===== config.mk =====
export PLATFORM = sky130hd
export DESIGN_NAME = lru_key_value_cache_unit
export DESIGN_NICKNAME = d
export VERILOG_FILES = /design/src/hw/rtl/lkvc_pkg.sv /design/src/hw/rtl/lkvc_ram.sv /design/src/hw/rtl/lkvc_scan.sv /design/src/hw/rtl/lru_key_value_cache_unit.sv
export SDC_FILE = /design/constraint.sdc
export NUM_CORES = 1
export LEC_CHECK = 0
export BUFFER_PORTS_ARGS = -buffer_cell sky130_fd_sc_hd__buf_4
export CAP_MARGIN = 20
export CORE_MARGIN = 2
export CORE_UTILIZATION = 40
export CTS_CLUSTER_SIZE = 10
export DETAILED_ROUTE_END_ITERATION = 10
export GPL_TIMING_DRIVEN = 0
export SETUP_SLACK_MARGIN = 0.4
export SLEW_MARGIN = 15
export SYNTH_ARGS = -nofsm -noshare
export SYNTH_HDL_FRONTEND = slang
export SYNTH_SLANG_ARGS = --single-unit

===== constraint.sdc =====
create_clock -name clock -period 9.8 [get_ports clock]
set_input_delay 1.96 -clock clock [delete_from_list [all_inputs] [get_ports clock]]
set_output_delay 1.96 -clock clock [all_outputs]
set_load 0.005 [all_outputs]

===== src/hw/rtl/lkvc_pkg.sv =====
// ----------------------------------------------------------------------------
// lkvc_pkg
// Shared types and constants for the LRU key-value cache.
// ----------------------------------------------------------------------------
package lkvc_pkg;

   localparam int DATA_W = 32;
   localparam int CAP_W  = 5;

   localparam logic [CAP_W-1:0]  CAP_RESET  = 5'd16;
   localparam logic [DATA_W-1:0] MISS_VALUE = '1;

   localparam logic KIND_GET = 1'b0;
   localparam logic KIND_PUT = 1'b1;

   typedef enum logic [2:0] {
      ST_IDLE,
      ST_SCAN,
      ST_DECIDE,
      ST_RANK,
      ST_FINISH
   } state_type;

endpackage


===== src/hw/rtl/lkvc_ram.sv =====
// ----------------------------------------------------------------------------
// lkvc_ram
// Generic single-write, single-read RAM with registered read data.
// ----------------------------------------------------------------------------
module lkvc_ram #(
   parameter int WIDTH = 32,
   parameter int DEPTH = 16
) (
   input  logic                     clock,
   input  logic                     wr_en,
   input  logic [$clog2(DEPTH)-1:0] wr_addr,
   input  logic [WIDTH-1:0]         wr_data,
   input  logic [$clog2(DEPTH)-1:0] rd_addr,
   output logic [WIDTH-1:0]         rd_data
);

   logic [WIDTH-1:0] mem_ff [DEPTH];
   logic [WIDTH-1:0] rd_data_ff;

   always_ff @(posedge clock) begin
      if (wr_en) begin
         mem_ff[wr_addr] <= wr_data;
      end
      rd_data_ff <= mem_ff[rd_addr];
   end

   assign rd_data = rd_data_ff;

endmodule


===== src/hw/rtl/lkvc_scan.sv =====
// ----------------------------------------------------------------------------
// lkvc_scan
// Per-entry compare unit: takes one entry per cycle while en is high and tracks the key
// match, the least recent valid entry and the lowest free slot.
// ----------------------------------------------------------------------------
module lkvc_scan #(
   parameter int DEPTH = 16
) (
   input  logic                          clock,
   input  logic                          reset,
   input  logic                          start,
   input  logic                          en,
   input  logic [$clog2(DEPTH)-1:0]      chk_idx,
   input  logic                          ent_valid,
   input  logic [lkvc_pkg::DATA_W-1:0]   key,
   input  logic [lkvc_pkg::DATA_W-1:0]   rd_key,
   input  logic [lkvc_pkg::DATA_W-1:0]   rd_value,
   input  logic [$clog2(DEPTH)-1:0]      rd_rank,
   output logic                          hit,
   output logic [$clog2(DEPTH)-1:0]      hit_idx,
   output logic [$clog2(DEPTH)-1:0]      hit_rank,
   output logic [lkvc_pkg::DATA_W-1:0]   hit_value,
   output logic                          vic,
   output logic [$clog2(DEPTH)-1:0]      vic_idx,
   output logic                          free,
   output logic [$clog2(DEPTH)-1:0]      free_idx
);

   import lkvc_pkg::*;

   localparam int IDX_W = $clog2(DEPTH);

   logic              hit_ff, hit_in;
   logic [IDX_W-1:0]  hit_idx_ff, hit_idx_in;
   logic [IDX_W-1:0]  hit_rank_ff, hit_rank_in;
   logic [DATA_W-1:0] hit_value_ff, hit_value_in;
   logic              vic_ff, vic_in;
   logic [IDX_W-1:0]  vic_idx_ff, vic_idx_in;
   logic [IDX_W-1:0]  vic_rank_ff, vic_rank_in;
   logic              free_ff, free_in;
   logic [IDX_W-1:0]  free_idx_ff, free_idx_in;
   logic              match;

   assign match = en && ent_valid && (rd_key == key);

   always_comb begin
      hit_in       = hit_ff;
      hit_idx_in   = hit_idx_ff;
      hit_rank_in  = hit_rank_ff;
      hit_value_in = hit_value_ff;
      vic_in       = vic_ff;
      vic_idx_in   = vic_idx_ff;
      vic_rank_in  = vic_rank_ff;
      free_in      = free_ff;
      free_idx_in  = free_idx_ff;
      if (start) begin
         hit_in  = 1'b0;
         vic_in  = 1'b0;
         free_in = 1'b0;
      end else begin
         if (match && !hit_ff) begin
            hit_in       = 1'b1;
            hit_idx_in   = chk_idx;
            hit_rank_in  = rd_rank;
            hit_value_in = rd_value;
         end
         if (en && ent_valid && (!vic_ff || (rd_rank > vic_rank_ff))) begin
            vic_in      = 1'b1;
            vic_idx_in  = chk_idx;
            vic_rank_in = rd_rank;
         end
         if (en && !ent_valid && !free_ff) begin
            free_in     = 1'b1;
            free_idx_in = chk_idx;
         end
      end
   end

   always_ff @(posedge clock) begin
      if (reset) begin
         hit_ff  <= 1'b0;
         vic_ff  <= 1'b0;
         free_ff <= 1'b0;
      end else begin
         hit_ff  <= hit_in;
         vic_ff  <= vic_in;
         free_ff <= free_in;
      end
      hit_idx_ff   <= hit_idx_in;
      hit_rank_ff  <= hit_rank_in;
      hit_value_ff <= hit_value_in;
      vic_idx_ff   <= vic_idx_in;
      vic_rank_ff  <= vic_rank_in;
      free_idx_ff  <= free_idx_in;
   end

   assign hit       = hit_ff;
   assign hit_idx   = hit_idx_ff;
   assign hit_rank  = hit_rank_ff;
   assign hit_value = hit_value_ff;
   assign vic       = vic_ff;
   assign vic_idx   = vic_idx_ff;
   assign free      = free_ff;
   assign free_idx  = free_idx_ff;

endmodule


===== src/hw/rtl/lru_key_value_cache_unit.sv =====
// ----------------------------------------------------------------------------
// lru_key_value_cache_unit
// Fully associative key-value cache with least-recently-used replacement.
//
// req_*: one beat per operation (kind 0 = get, 1 = put, key, value).
// rsp_*: one beat per operation (found, read_value, evicted).
// csr_*: capacity write; always ready, write only while the block is idle.
// A sequencer walks the key, value and rank RAMs one entry per cycle:
// a lookup pass over every entry, a decide step, then (except on a get
// miss) a rank update pass over every entry, then a step that loads the
// response register. req_ready is high only between operations, so the block
// takes a new operation only after the last one has loaded its response;
// the entry-by-entry walk bounds the operation rate.
// Reset empties the cache (valid bits and occupancy cleared) and sets the
// capacity to 16; no clearing pass is needed. While rsp_ready is low the
// finished result waits in the response register; the next operation may
// still be accepted, but it holds in its last cycle until the beat is taken.
// ----------------------------------------------------------------------------
module lru_key_value_cache_unit #(
   parameter int DEPTH = 16
) (
   input  logic                                clock,
   input  logic                                reset,
   input  logic                                req_valid,
   output logic                                req_ready,
   input  logic                                req_kind,
   input  logic signed [lkvc_pkg::DATA_W-1:0]  req_key,
   input  logic signed [lkvc_pkg::DATA_W-1:0]  req_value,
   output logic                                rsp_valid,
   input  logic                                rsp_ready,
   output logic                                rsp_found,
   output logic signed [lkvc_pkg::DATA_W-1:0]  rsp_read_value,
   output logic                                rsp_evicted,
   input  logic                                csr_valid,
   output logic                                csr_ready,
   input  logic [lkvc_pkg::CAP_W-1:0]          csr_capacity
);

   import lkvc_pkg::*;

   localparam int IDX_W = $clog2(DEPTH);
   localparam int CNT_W = $clog2(DEPTH + 1);
   localparam int CMP_W = (CNT_W > CAP_W) ? CNT_W : CAP_W;
   localparam logic [CNT_W-1:0] CNT_END   = CNT_W'(DEPTH);
   localparam logic [CMP_W-1:0] DEPTH_CMP = CMP_W'(DEPTH);

   state_type         state_ff, state_in;
   logic [CNT_W-1:0]  cnt_ff, cnt_in;
   logic              chk_vld_ff, chk_vld_in;
   logic [IDX_W-1:0]  chk_idx_ff, chk_idx_in;
   logic              kind_ff, kind_in;
   logic [DATA_W-1:0] key_ff, key_in;
   logic [DATA_W-1:0] value_ff, value_in;
   logic [CAP_W-1:0]  capacity_ff, capacity_in;
   logic [DEPTH-1:0]  valid_ff, valid_in;
   logic [CNT_W-1:0]  occ_ff, occ_in;
   logic [IDX_W-1:0]  tgt_idx_ff, tgt_idx_in;
   logic [IDX_W-1:0]  old_rank_ff, old_rank_in;
   logic              ins_ff, ins_in;
   logic              res_found_ff, res_found_in;
   logic [DATA_W-1:0] res_value_ff, res_value_in;
   logic              res_evict_ff, res_evict_in;
   logic              rsp_valid_ff, rsp_valid_in;
   logic              rsp_found_ff, rsp_found_in;
   logic [DATA_W-1:0] rsp_value_ff, rsp_value_in;
   logic              rsp_evict_ff, rsp_evict_in;

   logic              scan_start;
   logic              scan_en;
   logic [IDX_W-1:0]  rd_addr;
   logic              key_we;
   logic              val_we;
   logic [IDX_W-1:0]  kv_waddr;
   logic [DATA_W-1:0] val_wdata;
   logic              rank_we;
   logic [IDX_W-1:0]  rank_waddr;
   logic [IDX_W-1:0]  rank_wdata;
   logic [DATA_W-1:0] key_rd;
   logic [DATA_W-1:0] val_rd;
   logic [IDX_W-1:0]  rank_rd;

   logic              hit;
   logic [IDX_W-1:0]  hit_idx;
   logic [IDX_W-1:0]  hit_rank;
   logic [DATA_W-1:0] hit_value;
   logic              vic;
   logic [IDX_W-1:0]  vic_idx;
   logic              free;
   logic [IDX_W-1:0]  free_idx;

   logic [CMP_W-1:0]  cap_ext;
   logic [CMP_W-1:0]  cap_eff;
   logic              full;
   logic [IDX_W-1:0]  slot;

   assign cap_ext = CMP_W'(capacity_ff);
   assign cap_eff = (cap_ext == '0) ? CMP_W'(1) :
                    ((cap_ext > DEPTH_CMP) ? DEPTH_CMP : cap_ext);
   assign full    = CMP_W'(occ_ff) >= cap_eff;
   assign slot    = (full && !(free && (free_idx < vic_idx))) ? vic_idx : free_idx;
   assign scan_en = chk_vld_ff && (state_ff == ST_SCAN);

   lkvc_ram #(.WIDTH(DATA_W), .DEPTH(DEPTH)) u_key_ram (
      .clock   (clock),
      .wr_en   (key_we),
      .wr_addr (kv_waddr),
      .wr_data (key_ff),
      .rd_addr (rd_addr),
      .rd_data (key_rd)
   );

   lkvc_ram #(.WIDTH(DATA_W), .DEPTH(DEPTH)) u_val_ram (
      .clock   (clock),
      .wr_en   (val_we),
      .wr_addr (kv_waddr),
      .wr_data (val_wdata),
      .rd_addr (rd_addr),
      .rd_data (val_rd)
   );

   lkvc_ram #(.WIDTH(IDX_W), .DEPTH(DEPTH)) u_rank_ram (
      .clock   (clock),
      .wr_en   (rank_we),
      .wr_addr (rank_waddr),
      .wr_data (rank_wdata),
      .rd_addr (rd_addr),
      .rd_data (rank_rd)
   );

   lkvc_scan #(.DEPTH(DEPTH)) u_scan (
      .clock     (clock),
      .reset     (reset),
      .start     (scan_start),
      .en        (scan_en),
      .chk_idx   (chk_idx_ff),
      .ent_valid (valid_ff[chk_idx_ff]),
      .key       (key_ff),
      .rd_key    (key_rd),
      .rd_value  (val_rd),
      .rd_rank   (rank_rd),
      .hit       (hit),
      .hit_idx   (hit_idx),
      .hit_rank  (hit_rank),
      .hit_value (hit_value),
      .vic       (vic),
      .vic_idx   (vic_idx),
      .free      (free),
      .free_idx  (free_idx)
   );

   always_comb begin
      state_in     = state_ff;
      cnt_in       = cnt_ff;
      chk_vld_in   = 1'b0;
      chk_idx_in   = cnt_ff[IDX_W-1:0];
      kind_in      = kind_ff;
      key_in       = key_ff;
      value_in     = value_ff;
      capacity_in  = csr_valid ? csr_capacity : capacity_ff;
      valid_in     = valid_ff;
      occ_in       = occ_ff;
      tgt_idx_in   = tgt_idx_ff;
      old_rank_in  = old_rank_ff;
      ins_in       = ins_ff;
      res_found_in = res_found_ff;
      res_value_in = res_value_ff;
      res_evict_in = res_evict_ff;
      rsp_valid_in = rsp_valid_ff && !rsp_ready;
      rsp_found_in = rsp_found_ff;
      rsp_value_in = rsp_value_ff;
      rsp_evict_in = rsp_evict_ff;
      scan_start   = 1'b0;
      rd_addr      = cnt_ff[IDX_W-1:0];
      key_we       = 1'b0;
      val_we       = 1'b0;
      kv_waddr     = slot;
      val_wdata    = value_ff;
      rank_we      = 1'b0;
      rank_waddr   = chk_idx_ff;
      rank_wdata   = '0;

      case (state_ff)
         ST_IDLE: begin
            if (req_valid) begin
               kind_in    = req_kind;
               key_in     = req_key;
               value_in   = req_value;
               cnt_in     = '0;
               scan_start = 1'b1;
               state_in   = ST_SCAN;
            end
         end
         ST_SCAN: begin
            if (cnt_ff != CNT_END) begin
               chk_vld_in = 1'b1;
               cnt_in     = CNT_W'(cnt_ff + 1'b1);
            end else begin
               state_in = ST_DECIDE;
            end
         end
         ST_DECIDE: begin
            cnt_in       = '0;
            res_found_in = hit;
            res_value_in = '0;
            res_evict_in = 1'b0;
            state_in     = ST_RANK;
            if (hit) begin
               tgt_idx_in  = hit_idx;
               old_rank_in = hit_rank;
               ins_in      = 1'b0;
               if (kind_ff == KIND_GET) begin
                  res_value_in = hit_value;
               end else begin
                  val_we   = 1'b1;
                  kv_waddr = hit_idx;
               end
            end else if (kind_ff == KIND_GET) begin
               res_value_in = MISS_VALUE;
               state_in     = ST_FINISH;
            end else begin
               key_we     = 1'b1;
               val_we     = 1'b1;
               kv_waddr   = slot;
               tgt_idx_in = slot;
               ins_in     = 1'b1;
               if (full && vic) begin
                  res_evict_in      = 1'b1;
                  valid_in[vic_idx] = 1'b0;
               end else begin
                  occ_in = CNT_W'(occ_ff + 1'b1);
               end
               valid_in[slot] = 1'b1;
            end
         end
         ST_RANK: begin
            if (cnt_ff != CNT_END) begin
               chk_vld_in = 1'b1;
               cnt_in     = CNT_W'(cnt_ff + 1'b1);
            end else begin
               state_in = ST_FINISH;
            end
            if (chk_vld_ff) begin
               if (chk_idx_ff == tgt_idx_ff) begin
                  rank_we    = 1'b1;
                  rank_wdata = '0;
               end else if (valid_ff[chk_idx_ff] && (ins_ff || (rank_rd < old_rank_ff))) begin
                  rank_we    = 1'b1;
                  rank_wdata = IDX_W'(rank_rd + 1'b1);
               end
            end
         end
         ST_FINISH: begin
            if (!rsp_valid_ff || rsp_ready) begin
               rsp_valid_in = 1'b1;
               rsp_found_in = res_found_ff;
               rsp_value_in = res_value_ff;
               rsp_evict_in = res_evict_ff;
               state_in     = ST_IDLE;
            end
         end
         default: begin
            state_in = ST_IDLE;
         end
      endcase
   end

   always_ff @(posedge clock) begin
      if (reset) begin
         state_ff     <= ST_IDLE;
         cnt_ff       <= '0;
         chk_vld_ff   <= 1'b0;
         capacity_ff  <= CAP_RESET;
         valid_ff     <= '0;
         occ_ff       <= '0;
         rsp_valid_ff <= 1'b0;
      end else begin
         state_ff     <= state_in;
         cnt_ff       <= cnt_in;
         chk_vld_ff   <= chk_vld_in;
         capacity_ff  <= capacity_in;
         valid_ff     <= valid_in;
         occ_ff       <= occ_in;
         rsp_valid_ff <= rsp_valid_in;
      end
      chk_idx_ff   <= chk_idx_in;
      kind_ff      <= kind_in;
      key_ff       <= key_in;
      value_ff     <= value_in;
      tgt_idx_ff   <= tgt_idx_in;
      old_rank_ff  <= old_rank_in;
      ins_ff       <= ins_in;
      res_found_ff <= res_found_in;
      res_value_ff <= res_value_in;
      res_evict_ff <= res_evict_in;
      rsp_found_ff <= rsp_found_in;
      rsp_value_ff <= rsp_value_in;
      rsp_evict_ff <= rsp_evict_in;
   end

   assign req_ready      = (state_ff == ST_IDLE);
   assign csr_ready      = 1'b1;
   assign rsp_valid      = rsp_valid_ff;
   assign rsp_found      = rsp_found_ff;
   assign rsp_read_value = rsp_value_ff;
   assign rsp_evicted    = rsp_evict_ff;

endmodule


* Yosys cells after proc, flatten, opt, wreduce, memory -nomap -nowiden *
Memory sizes are Yosys's and may differ from the RTL's. A register that Yosys moved wholly into a read port is not among the register bits.
Cells that the tools add are included.

word-level totals
  word-level logic and storage cells = 164
  memories = 3
  bits in writable memories = 1088
  bits of input ports = 75
  flip-flop bits (word level) = 237
  output and inout port bits = 37

memory list
  name               words  bits a word  read ports  clocked after memory_dff  write ports  RTL line        text
  u_key_ram.mem_ff   16     32           1           1                         1            lkvc_ram.sv:17  logic [WIDTH-1:0] mem_ff [DEPTH];
  u_val_ram.mem_ff   16     32           1           1                         1            lkvc_ram.sv:17
  u_rank_ram.mem_ff  16     4            1           1                         1            lkvc_ram.sv:17

operators by class
  muxes and demuxes = 56
  reduce and logical (&&, ||, !) cells = 43
  order comparisons = 10
  equal/unequal tests = 12
  add/sub/neg operators = 3
  bitwise logic cells = 8

operators by type and width
  kind                                                                          number
  32-bit two-way mux                                                            3
  16-bit two-way mux                                                            4
  4-bit two-way mux                                                             10
  32-bit equality test                                                          1
  1-bit two-way mux                                                             24
  5-bit two-way mux                                                             4
  3-bit two-way mux                                                             6
  16-bit bitwise AND                                                            1
  16-bit NOT                                                                    1
  16-bit bitwise OR                                                             1
  4-bit by 5-bit less-than comparator with 1-bit output, second input constant  3
  3-bit case mux with 5 select lines                                            1
  5-bit case mux with 3 select lines                                            1
  1-bit logical AND                                                             14
  2-bit AND reduction                                                           7
  5-bit by 1-bit adder with 5-bit output, second input constant                 2
  1-bit demux with 4-bit select                                                 2
  4-bit by 1-bit >= comparator with 1-bit output, second input constant         2
  4-bit less-than comparator                                                    2
  2-bit != test, second input constant                                          4
  4-bit AND reduction                                                           2
  2-bit OR reduction                                                            4
  1-bit logical NOT                                                             7
  3-bit by 2-bit equality test with 1-bit output, second input constant         2
  other kinds (17)                                                              24

* Longest topological paths before layout *
Gate-level depths: netlist of run 1.

  depth in word-level cells = 11
  gate-level depth with buffers = 13
  depth with buffers taken out = 11

* Modules after synthesis *
A second synthesis of run 1 with hierarchy kept.

second synthesis, totals
  cells, all modules = 2448
  area total of the unflattened synthesis = 51719.6 µm²

by module, submodules not included
  module                    area each (µm²)  cells an instance  times used  sequential area each (µm²)
  lkvc_ram (u_key_ram ...)  19835.3          838                2           16015.4
  lru_key_value_cache_unit  7250.7           519                1           5064.9
  lkvc_ram (u_rank_ram)     2666.3           130                1           2001.9
  lkvc_scan                 2132.0           123                1           1621.6

* Worst setup path before layout of run 1 *
Ideal clock, no wire load.

  path kind = in2reg
  start point = in req_valid
  end point = reg u_scan.vic_idx_ff[0] (netlist: u_scan.vic_idx[0]) (enable)
  arrival = 4536 ps
  library setup time = 419 ps
  data required time = 9381 ps
  setup slack = 4844 ps
  stages = 2
  buffers on the path = 0
  path through = and2_1 -> a2111oi_0

between the ends
  longest elaborated chain between the ends = 4

ends and longest elaborated chain
  element                        RTL line                         text
  start: declaration             lru_key_value_cache_unit.sv:24   input logic req_valid,
  1-bit two-way mux              lru_key_value_cache_unit.sv:184  if (req_valid) begin
  1-bit two-way mux              lru_key_value_cache_unit.sv:182  case (state_ff)
  1-bit NOT (no line)            -
  2-bit AND reduction (no line)  -
  end signal: assignment         lkvc_scan.sv:92                  vic_idx_ff <= vic_idx_in;
  end: declaration               lkvc_scan.sv:38                  logic [IDX_W-1:0] vic_idx_ff, vic_idx_in;

Every way passes these cells.
A chain may end at the register's enable or synchronous reset.

* Worst setup path after layout of run 1 *
  start point = reg capacity_ff[1] (netlist: cap_ext[1])
  end point = mem u_key_ram.mem_ff[3][10] (enable)

between the ends
  longest elaborated chain between the ends = 9
  elaborated cells between the ends (all ways) = 10
  those cells by class = 2 x order compare; 6 x mux; 2 x reduce/logical

ends and longest elaborated chain
  element                   RTL line                         text
  start: declaration        lru_key_value_cache_unit.sv:54   logic [CAP_W-1:0] capacity_ff, capacity_in;
  start signal: assignment  lru_key_value_cache_unit.sv:280  capacity_ff <= capacity_in;
  5-bit > comparator        lru_key_value_cache_unit.sv:98   ((cap_ext > DEPTH_CMP) ? DEPTH_CMP : cap_ext);
  5-bit two-way mux         lru_key_value_cache_unit.sv:98
  5-bit two-way mux *       lru_key_value_cache_unit.sv:97   assign cap_eff = (cap_ext == '0) ? CMP_W'(1) :
  5-bit >= comparator *     lru_key_value_cache_unit.sv:99   assign full = CMP_W'(occ_ff) >= cap_eff;
  1-bit logical AND *       lru_key_value_cache_unit.sv:100  assign slot = (full && !(free && (free_idx < vic_idx))) ? vic_idx : free_idx;
  4-bit two-way mux *       lru_key_value_cache_unit.sv:100
  4-bit two-way mux         lru_key_value_cache_unit.sv:211  if (kind_ff == KIND_GET) begin
  4-bit two-way mux         lru_key_value_cache_unit.sv:207  if (hit) begin
  4-bit two-way mux *       lru_key_value_cache_unit.sv:182
  end: declaration          lkvc_ram.sv:17

Every way passes the cells marked *; elsewhere a longest branch is shown, timed or not.

==> impl_metrics.yaml, run 1 <==
min_path:
  hp-class: "reg -> reg"
  holdPathStages: 0
  min_to: "chk_idx_ff[3]$_DFF_P_"
  worstHoldStart: "cnt_ff[3]$_SDFFE_PP0P_"
drt:
  postRouteWirelength_um: 121000
  drt_iter0_drc: 2482
  final_antenna_net_count: 0
  drc: 0
  first_pass_iters: 5
  routedWlPerCell_um: 27.4
  vias: 24200
  routed_via_density: 5.50
clock_tree:
  worstSkewPairLatency_ns: 0.78
  htree_levels: 4
  post_cts_buffers: 0
  cts.path.max_buffers: 3
  cts_sinks: 1393
  clock-root-buffer: "clkbuf_16"
  cts-resized-gates: 0
  cts_tree: "built"
  clk_pin_slew_ns: 0.06
  cts_inserted_buffers: 160
  cts-hold-fix-buffers: 0
global_route:
  grt_pass1_vias: 25500
  grt_max_degree: 41
  overflow: 0
  grtUsageMet2_pct: 29.8
  busiest_layer: "met2"
  antenna_found_initial: 2
  grt_util_met3_pct: 4.53
  grt.total_usage_pct: 18.5
  use_met1_pct: 24.8
  grt_pass1_wl_um: 174000
sta:
  drv_slew: 0
  fin_ws_ns: 5.74
  relSlewSlack_pct: 25.6
  finalCritPeriodShare_pct: 41.5
  hold_ws_ns: 0.353
  fmax_mhz: 246
  tns_ns: 0
  hold_viol_final: 0
  layout_min_cycle_time_ns: 4.06
  setup_viol: 0
  grt_setup_unrepaired: "false"
  skew_ns: 0.0336
  max_slew.worst_pin.slew_ns: 1.12
worst_setup_path:
  end_kind: "register"
  r2r_cells: 13
  crit_chain: "nor3_1 > nor2_1 > nor2_1 > ha_1 > nor2b_1 > o21ai_1 > a31oi_1 > o21ai_0 > o2bb2ai_1 > or2_1 > buf_2 > nor2_4 > buf_12"
  startpoint_type: "register"
  timing.rr.end: "u_key_ram.mem_ff[3][10]$_DFFE_PP_"
  r2r-start: "cap_ext[1]$_SDFFE_PP0P_"
  worstPathRequired_ns: 10.25
  arrival_ns: 4.51
  path_class: "reg -> reg"
  rrSetupSlack_ns: 5.74
  path_max_fanout: 17
  crit_path_top_delay_cell: "nor2_4"
  critPathMaxStageDelay_ns: 0.69
  crit_top_cell: "nor2_1"
final_layout:
  final_area_um2: 60700
  syn_to_final_growth_pct: 17.5
  n_antenna_cell: 0
  drive_gt1_share_pct: 28.9
  nets: 2718
yosys:
  synth.most_common_cell: "edfxtp_1"
  netlist_top_cells_area: "edfxtp_1, mux4_2, dfxtp_1"
  synth_ff_type: "edfxtp_1"
  netlist_instances: 2291
  syn-num-nets: 2385
  netlist.top_cell.by_area: "edfxtp_1"
  seq_area_frac_synth_pct: 78.8
  ys_types: 66
  async_flop_share_pct: 0
  synth.avg_cell_area_um2: 22.5
  ys_warn_count: 0
  synth_seq_cells: 1393
  synthesis.area_um2: 51700
  synth_common_cells: "edfxtp_1, mux4_2, dfxtp_1, nor2_1, clkbuf_1"
  yosysTopAreaCellShare_pct: 74.5
  synth_edf_count: 1282
floorplanning:
  die-width_um: 363
  start_util_pct: 40.4
  fp-row-count: 131
  die_h_um: 363
  coreArea_um2: 128000
  ios: 112
  die-area_um2: 132000
place:
  port_buffers: 109
  dp_slack_ns: 5.74
  place_hpwl_um: 75600
  gp_congestion: 0.827
  placed_cell_area_um2: 56000
power:
  max-vdd-ir-drop_mv: 0.131
  power_density_nw_per_um2: 204
  p_leak_uw: 0.0188
outcome:
  outcome: "complete, no violations"
job:
  drv_cap: 0
## kinds of logic (layout without fill, tap and decap cells)
kind of cell / after synthesis / after routing / share of synthesized area (%)
AOI/OAI and AO/OA: 123 / 123 / 1.57
xor gates and xnor gates: 46 / 46 / 0.780
adders and majority gates: 19 / 19 / 0.460
buffers and inverters: 159 / 610 / 1.27
DFF: 1393 / 1393 / 78.8
muxes: 354 / 354 / 15.2
other: 1 / 1 / 0.00726
and+or+nand+nor: 196 / 196 / 1.87
## critical path, delay by kind of cell (launching register included)
family	cells	cell delay, ns
AO/OA/AOI/OAI	4	1.17
adder cells (fa/ha/maj)	1	0.24
buffers and inverters	2	0.52
flip-flops	1	0.32
AND/OR/NAND/NOR	6	1.45
## final cells by class
type,count,area (µm²)
clock inverters,15,179
repair buffers,171,1990
inverters,53,199
well taps,1662,2080
fillers,10300,67200
multi-input cells,739,10500
plain buffers,106,460
flip-flops and latches,1393,40700
clock buffers,265,4500
## worst max-delay path by stage
stage	from	endpoint	slack (ns)
after floorplan	req_valid	u_scan.vic_idx[0]$_DFFE_PP_	4.84
after global placement	key_ff[24]$_DFFE_PP_	u_scan.hit_value[15]$_DFFE_PP_	1.32
after detailed placement	u_scan.hit$_SDFFE_PP0P_	u_val_ram.mem_ff[0][17]$_DFFE_PP_	5.74
after CTS	u_scan.hit$_SDFFE_PP0P_	u_val_ram.mem_ff[0][28]$_DFFE_PP_	5.72
after global routing	key_ff[10]$_DFFE_PP_	u_scan.hit_value[18]$_DFFE_PP_	5.54
final	cap_ext[1]$_SDFFE_PP0P_	u_key_ram.mem_ff[3][10]$_DFFE_PP_	5.74
## per-stage QoR
step	utilization, %	power (µW)	cells
CTS	47.4	12500	4401
floorplan	-	6970	2291
finish	47.5	12400	4404
global route	47.5	12800	4404
global placement	42.7	7130	4062
detailed placement	43.8	7160	4121
## routing by layer
| layer | routed length [µm] | vias to the layer above |
|---|---|---|
| met2 | 58700 | 973 |
| li1 | - | 10200 |
| met3 | 9270 | 189 |
| met1 | 50000 | 12800 |
| met5 | 13 | - |
| met4 | 2810 | 2 |
## registers in the layout, indices dropped and copies added, names as in the netlist, 5 cells and up
signal / cells
key_ff: 32
u_rank_ram.mem_ff: 64
valid_ff: 16
rsp_read_value: 32
u_key_ram.rd_data: 32
u_val_ram.mem_ff: 512
val_wdata: 32
cap_ext: 5
u_key_ram.mem_ff: 512
res_value_ff: 32
u_scan.hit_value: 32
occ_ff: 5
cnt_ff: 5
u_val_ram.rd_data: 32
## where the power goes
part | internal, µW | switching, µW
clock | 3120 | 2250
sequential | 6520 | 71.3
combinational | 212 | 222
total | 9860 | 2540
## placed cells by master, fill, tap and decap left out, types with 5 or more instances in the layout
cell / Yosys / routed
edfxtp_1: 1282 / 1282
mux4_2: 343 / 343
clkbuf_16: 0 / 162
clkbuf_1: 58 / 154
buf_4: 3 / 116
dfxtp_1: 111 / 111
inv_1: 52 / 52
nor2_1: 77 / 44
a21oi_1: 43 / 43
xor2_1: 39 / 39
buf_12: 0 / 39
buf_2: 32 / 34
nor2_4: 0 / 33
nand2_1: 31 / 31
ha_1: 19 / 19
o211ai_1: 18 / 18
nor3_1: 18 / 17
o21ai_0: 15 / 15
buf_1: 11 / 10
nand2b_1: 10 / 10
nor4_1: 10 / 10
nand3_1: 9 / 9
buf_16: 0 / 9
mux2i_1: 8 / 8
o21ai_1: 8 / 8
nand4_1: 8 / 8
buf_6: 1 / 7
xnor2_1: 7 / 7
and2_1: 7 / 6
inv_6: 0 / 6
clkbuf_8: 0 / 6
o21a_1: 5 / 5
o31ai_1: 5 / 5
Note: power is estimated with default switching activity, not from simulation.
==> run 2: changes to the inputs <==
- clock period: 9.8 -> 4.12 ns (I/O delays scaled with it)
==> run 2 against run 1 <==
Die area unchanged. Setup slack got worse by 5.2 ns. Hold slack got worse by 0.14 ns. Combinational power increased by 140%. Clock power increased by 140%. Final cell count increased by 0.91%. Sequential power increased by 140%. First-iteration DRC count increased by 1.5%. Register-to-register slack got worse by 5.2 ns. Global-route usage increased by 0.14 points. Utilization increased by 0.67 points. Critical endpoint is now u_val_ram.mem_ff[15][26]$_DFFE_PP_. Largest cell class unchanged.
==> impl_metrics.yaml, run 2 (same netlist as run 1, synthesis figures left out) <==
sta:
  fin_ws_ns: 0.559
  grt_setup_unrepaired: "false"
  drv_slew: 0
  setup_viol: 0
  layout_min_cycle_time_ns: 3.56
  fmax_mhz: 281
  finalCritPeriodShare_pct: 86.4
  max_slew.worst_pin.slew_ns: 1.16
  skew_ns: 0.0282
  hold_viol_final: 0
  tns_ns: 0
  relSlewSlack_pct: 22.6
global_route:
  grt_max_degree: 41
  antenna_found_initial: 4
  grt.total_usage_pct: 18.6
  grt_pass1_vias: 25300
  grt_pass1_wl_um: 175000
  overflow: 0
drt:
  drc: 0
  wl_met1_um: 50000
  postRouteWirelength_um: 122000
  wl_met2_um: 59500
  routedWlPerCell_um: 27.5
  met3RoutedLength_um: 10000
  vias: 24500
  topRoutingLayerUsed: "met5"
  routed_via_density: 5.50
  first_pass_iters: 5
  drt_iter0_drc: 2518
  final_antenna_net_count: 0
floorplanning:
  ios: 112
  fp-row-count: 131
  die_h_um: 363
  start_util_pct: 40.4
  die-area_um2: 132000
  coreArea_um2: 128000
  die-width_um: 363
worst_setup_path:
  path_max_fanout: 13
  startpoint_type: "register"
  worstPathRequired_ns: 4.59
  end_kind: "register"
  arrival_ns: 4.03
  path_class: "reg -> reg"
clock_tree:
  clk_pin_slew_ns: 0.06
  worstSkewPairLatency_ns: 0.78
  cts_sinks: 1393
  htree_levels: 4
  cts_inserted_buffers: 159
  cts_tree: "built"
  cts.path.max_buffers: 3
  clock-root-buffer: "clkbuf_16"
place:
  place_hpwl_um: 76500
  gp_congestion: 0.819
  port_buffers: 109
  dp_slack_ns: 0.0217
final_layout:
  layout_common_cells: "edfxtp_1, mux4_2, clkbuf_16, clkbuf_1, buf_4"
  drive_gt1_share_pct: 29.8
  n_antenna_cell: 0
  final_common_cell: "edfxtp_1"
  top_regs: "u_key_ram.mem_ff (512), u_val_ram.mem_ff (512), u_rank_ram.mem_ff (64)"
  syn_to_final_growth_pct: 19.1
  nFillCells: 10200
  nets: 2755
power:
  p_leak_uw: 0.0192
  max-vdd-ir-drop_mv: 0.413
  power_density_nw_per_um2: 482
job:
  drv_cap: 0
outcome:
  outcome: "complete, no violations"
min_path:
  hp-class: "in -> reg"
-- run 2: cell count changes in the layout (fill, tap and decap cells not counted), moves of 2 or more --
cell / change
clkinv_16: +3
clkbuf_1: +5
buf_12: +14
buf_8: +3
inv_16: +2
buf_4: +9
buf_16: +13
inv_6: -4
clkbuf_8: -3
-- run 2: what timing repair did --
action	4_1_cts	5_1_grt
resized for setup	2	2
buffers inserted	24	11
hold buffers	0	0
endpoints found under the setup margin	652	181
gates cloned	0	0
pin swaps	20	5
-- run 2: where the power goes --
| part | switching, µW | internal (µW) |
|---|---|---|
| Combinational | 540 | 506 |
| Clock | 5460 | 7490 |
| Sequential | 167 | 15500 |
| Total | 6160 | 23500 |
-- run 2: worst paths after layout --
| check | slack [ns] | to | cells after the start | from |
|---|---|---|---|---|
| setup / recovery | 0.56 | u_val_ram.mem_ff[15][26]$_DFFE_PP_ | 14 | cap_ext[1]$_SDFFE_PP0P_ |
| hold / removal | 0.21 | val_wdata[25]$_DFFE_PP_ | 1 | req_value[25] |
| setup reg to reg | 0.56 | u_val_ram.mem_ff[15][26]$_DFFE_PP_ | 14 | cap_ext[1]$_SDFFE_PP0P_ |
| hold reg to reg | 0.35 | chk_idx_ff[2]$_DFF_P_ | 0 | cnt_ff[2]$_SDFFE_PP0P_ |
-- run 2: critical path, cell delays in order, from the launching register on --
cell     delay (ns)
dfxtp_1        0.33
nor3_1         0.18
nor2_1         0.08
nor2_1         0.10
ha_1           0.24
nor2b_1        0.13
o21ai_1        0.12
a31oi_2        0.38
o21ai_0        0.19
a31o_2         0.32
or2_1          0.25
buf_2          0.26
nor2_4         0.26
buf_12         0.21
buf_16         0.18
-- run 2: final cells by class --
class                   instances  area [µm²]  share of cell area [%]
flip-flops and latches       1393       40700                    66.2
multi-input cells             739       10600                    17.2
clock buffers                 267        4480                    7.28
repair buffers                209        2730                    4.44
well taps                    1662        2080                    3.38
plain buffers                 106         459                   0.746
clock inverters                15         292                   0.474
inverters                      53         199                   0.323
-- run 2: per-layer routing --
metal / global-route usage, % / vias up
li1: - / 10300
met1: 25.5 / 13000
met2: 29.8 / 1019
met3: 4.58 / 163
met4: 5.16 / 4
met5: 0 / -
-- run 2: stage by stage --
stage	hold WS (ns)	instances	total power, µW	utilization (%)	cell area (µm²)
detailed placement	0.335	4121	17000	43.9	56100
global placement	0.344	4062	17000	42.7	54600
floorplan	0.329	2291	16600	-	51700
finish	0.214	4444	29700	48.1	61500
global route	0.186	4444	30600	48.1	61500
CTS	0.167	4427	29900	47.9	61300
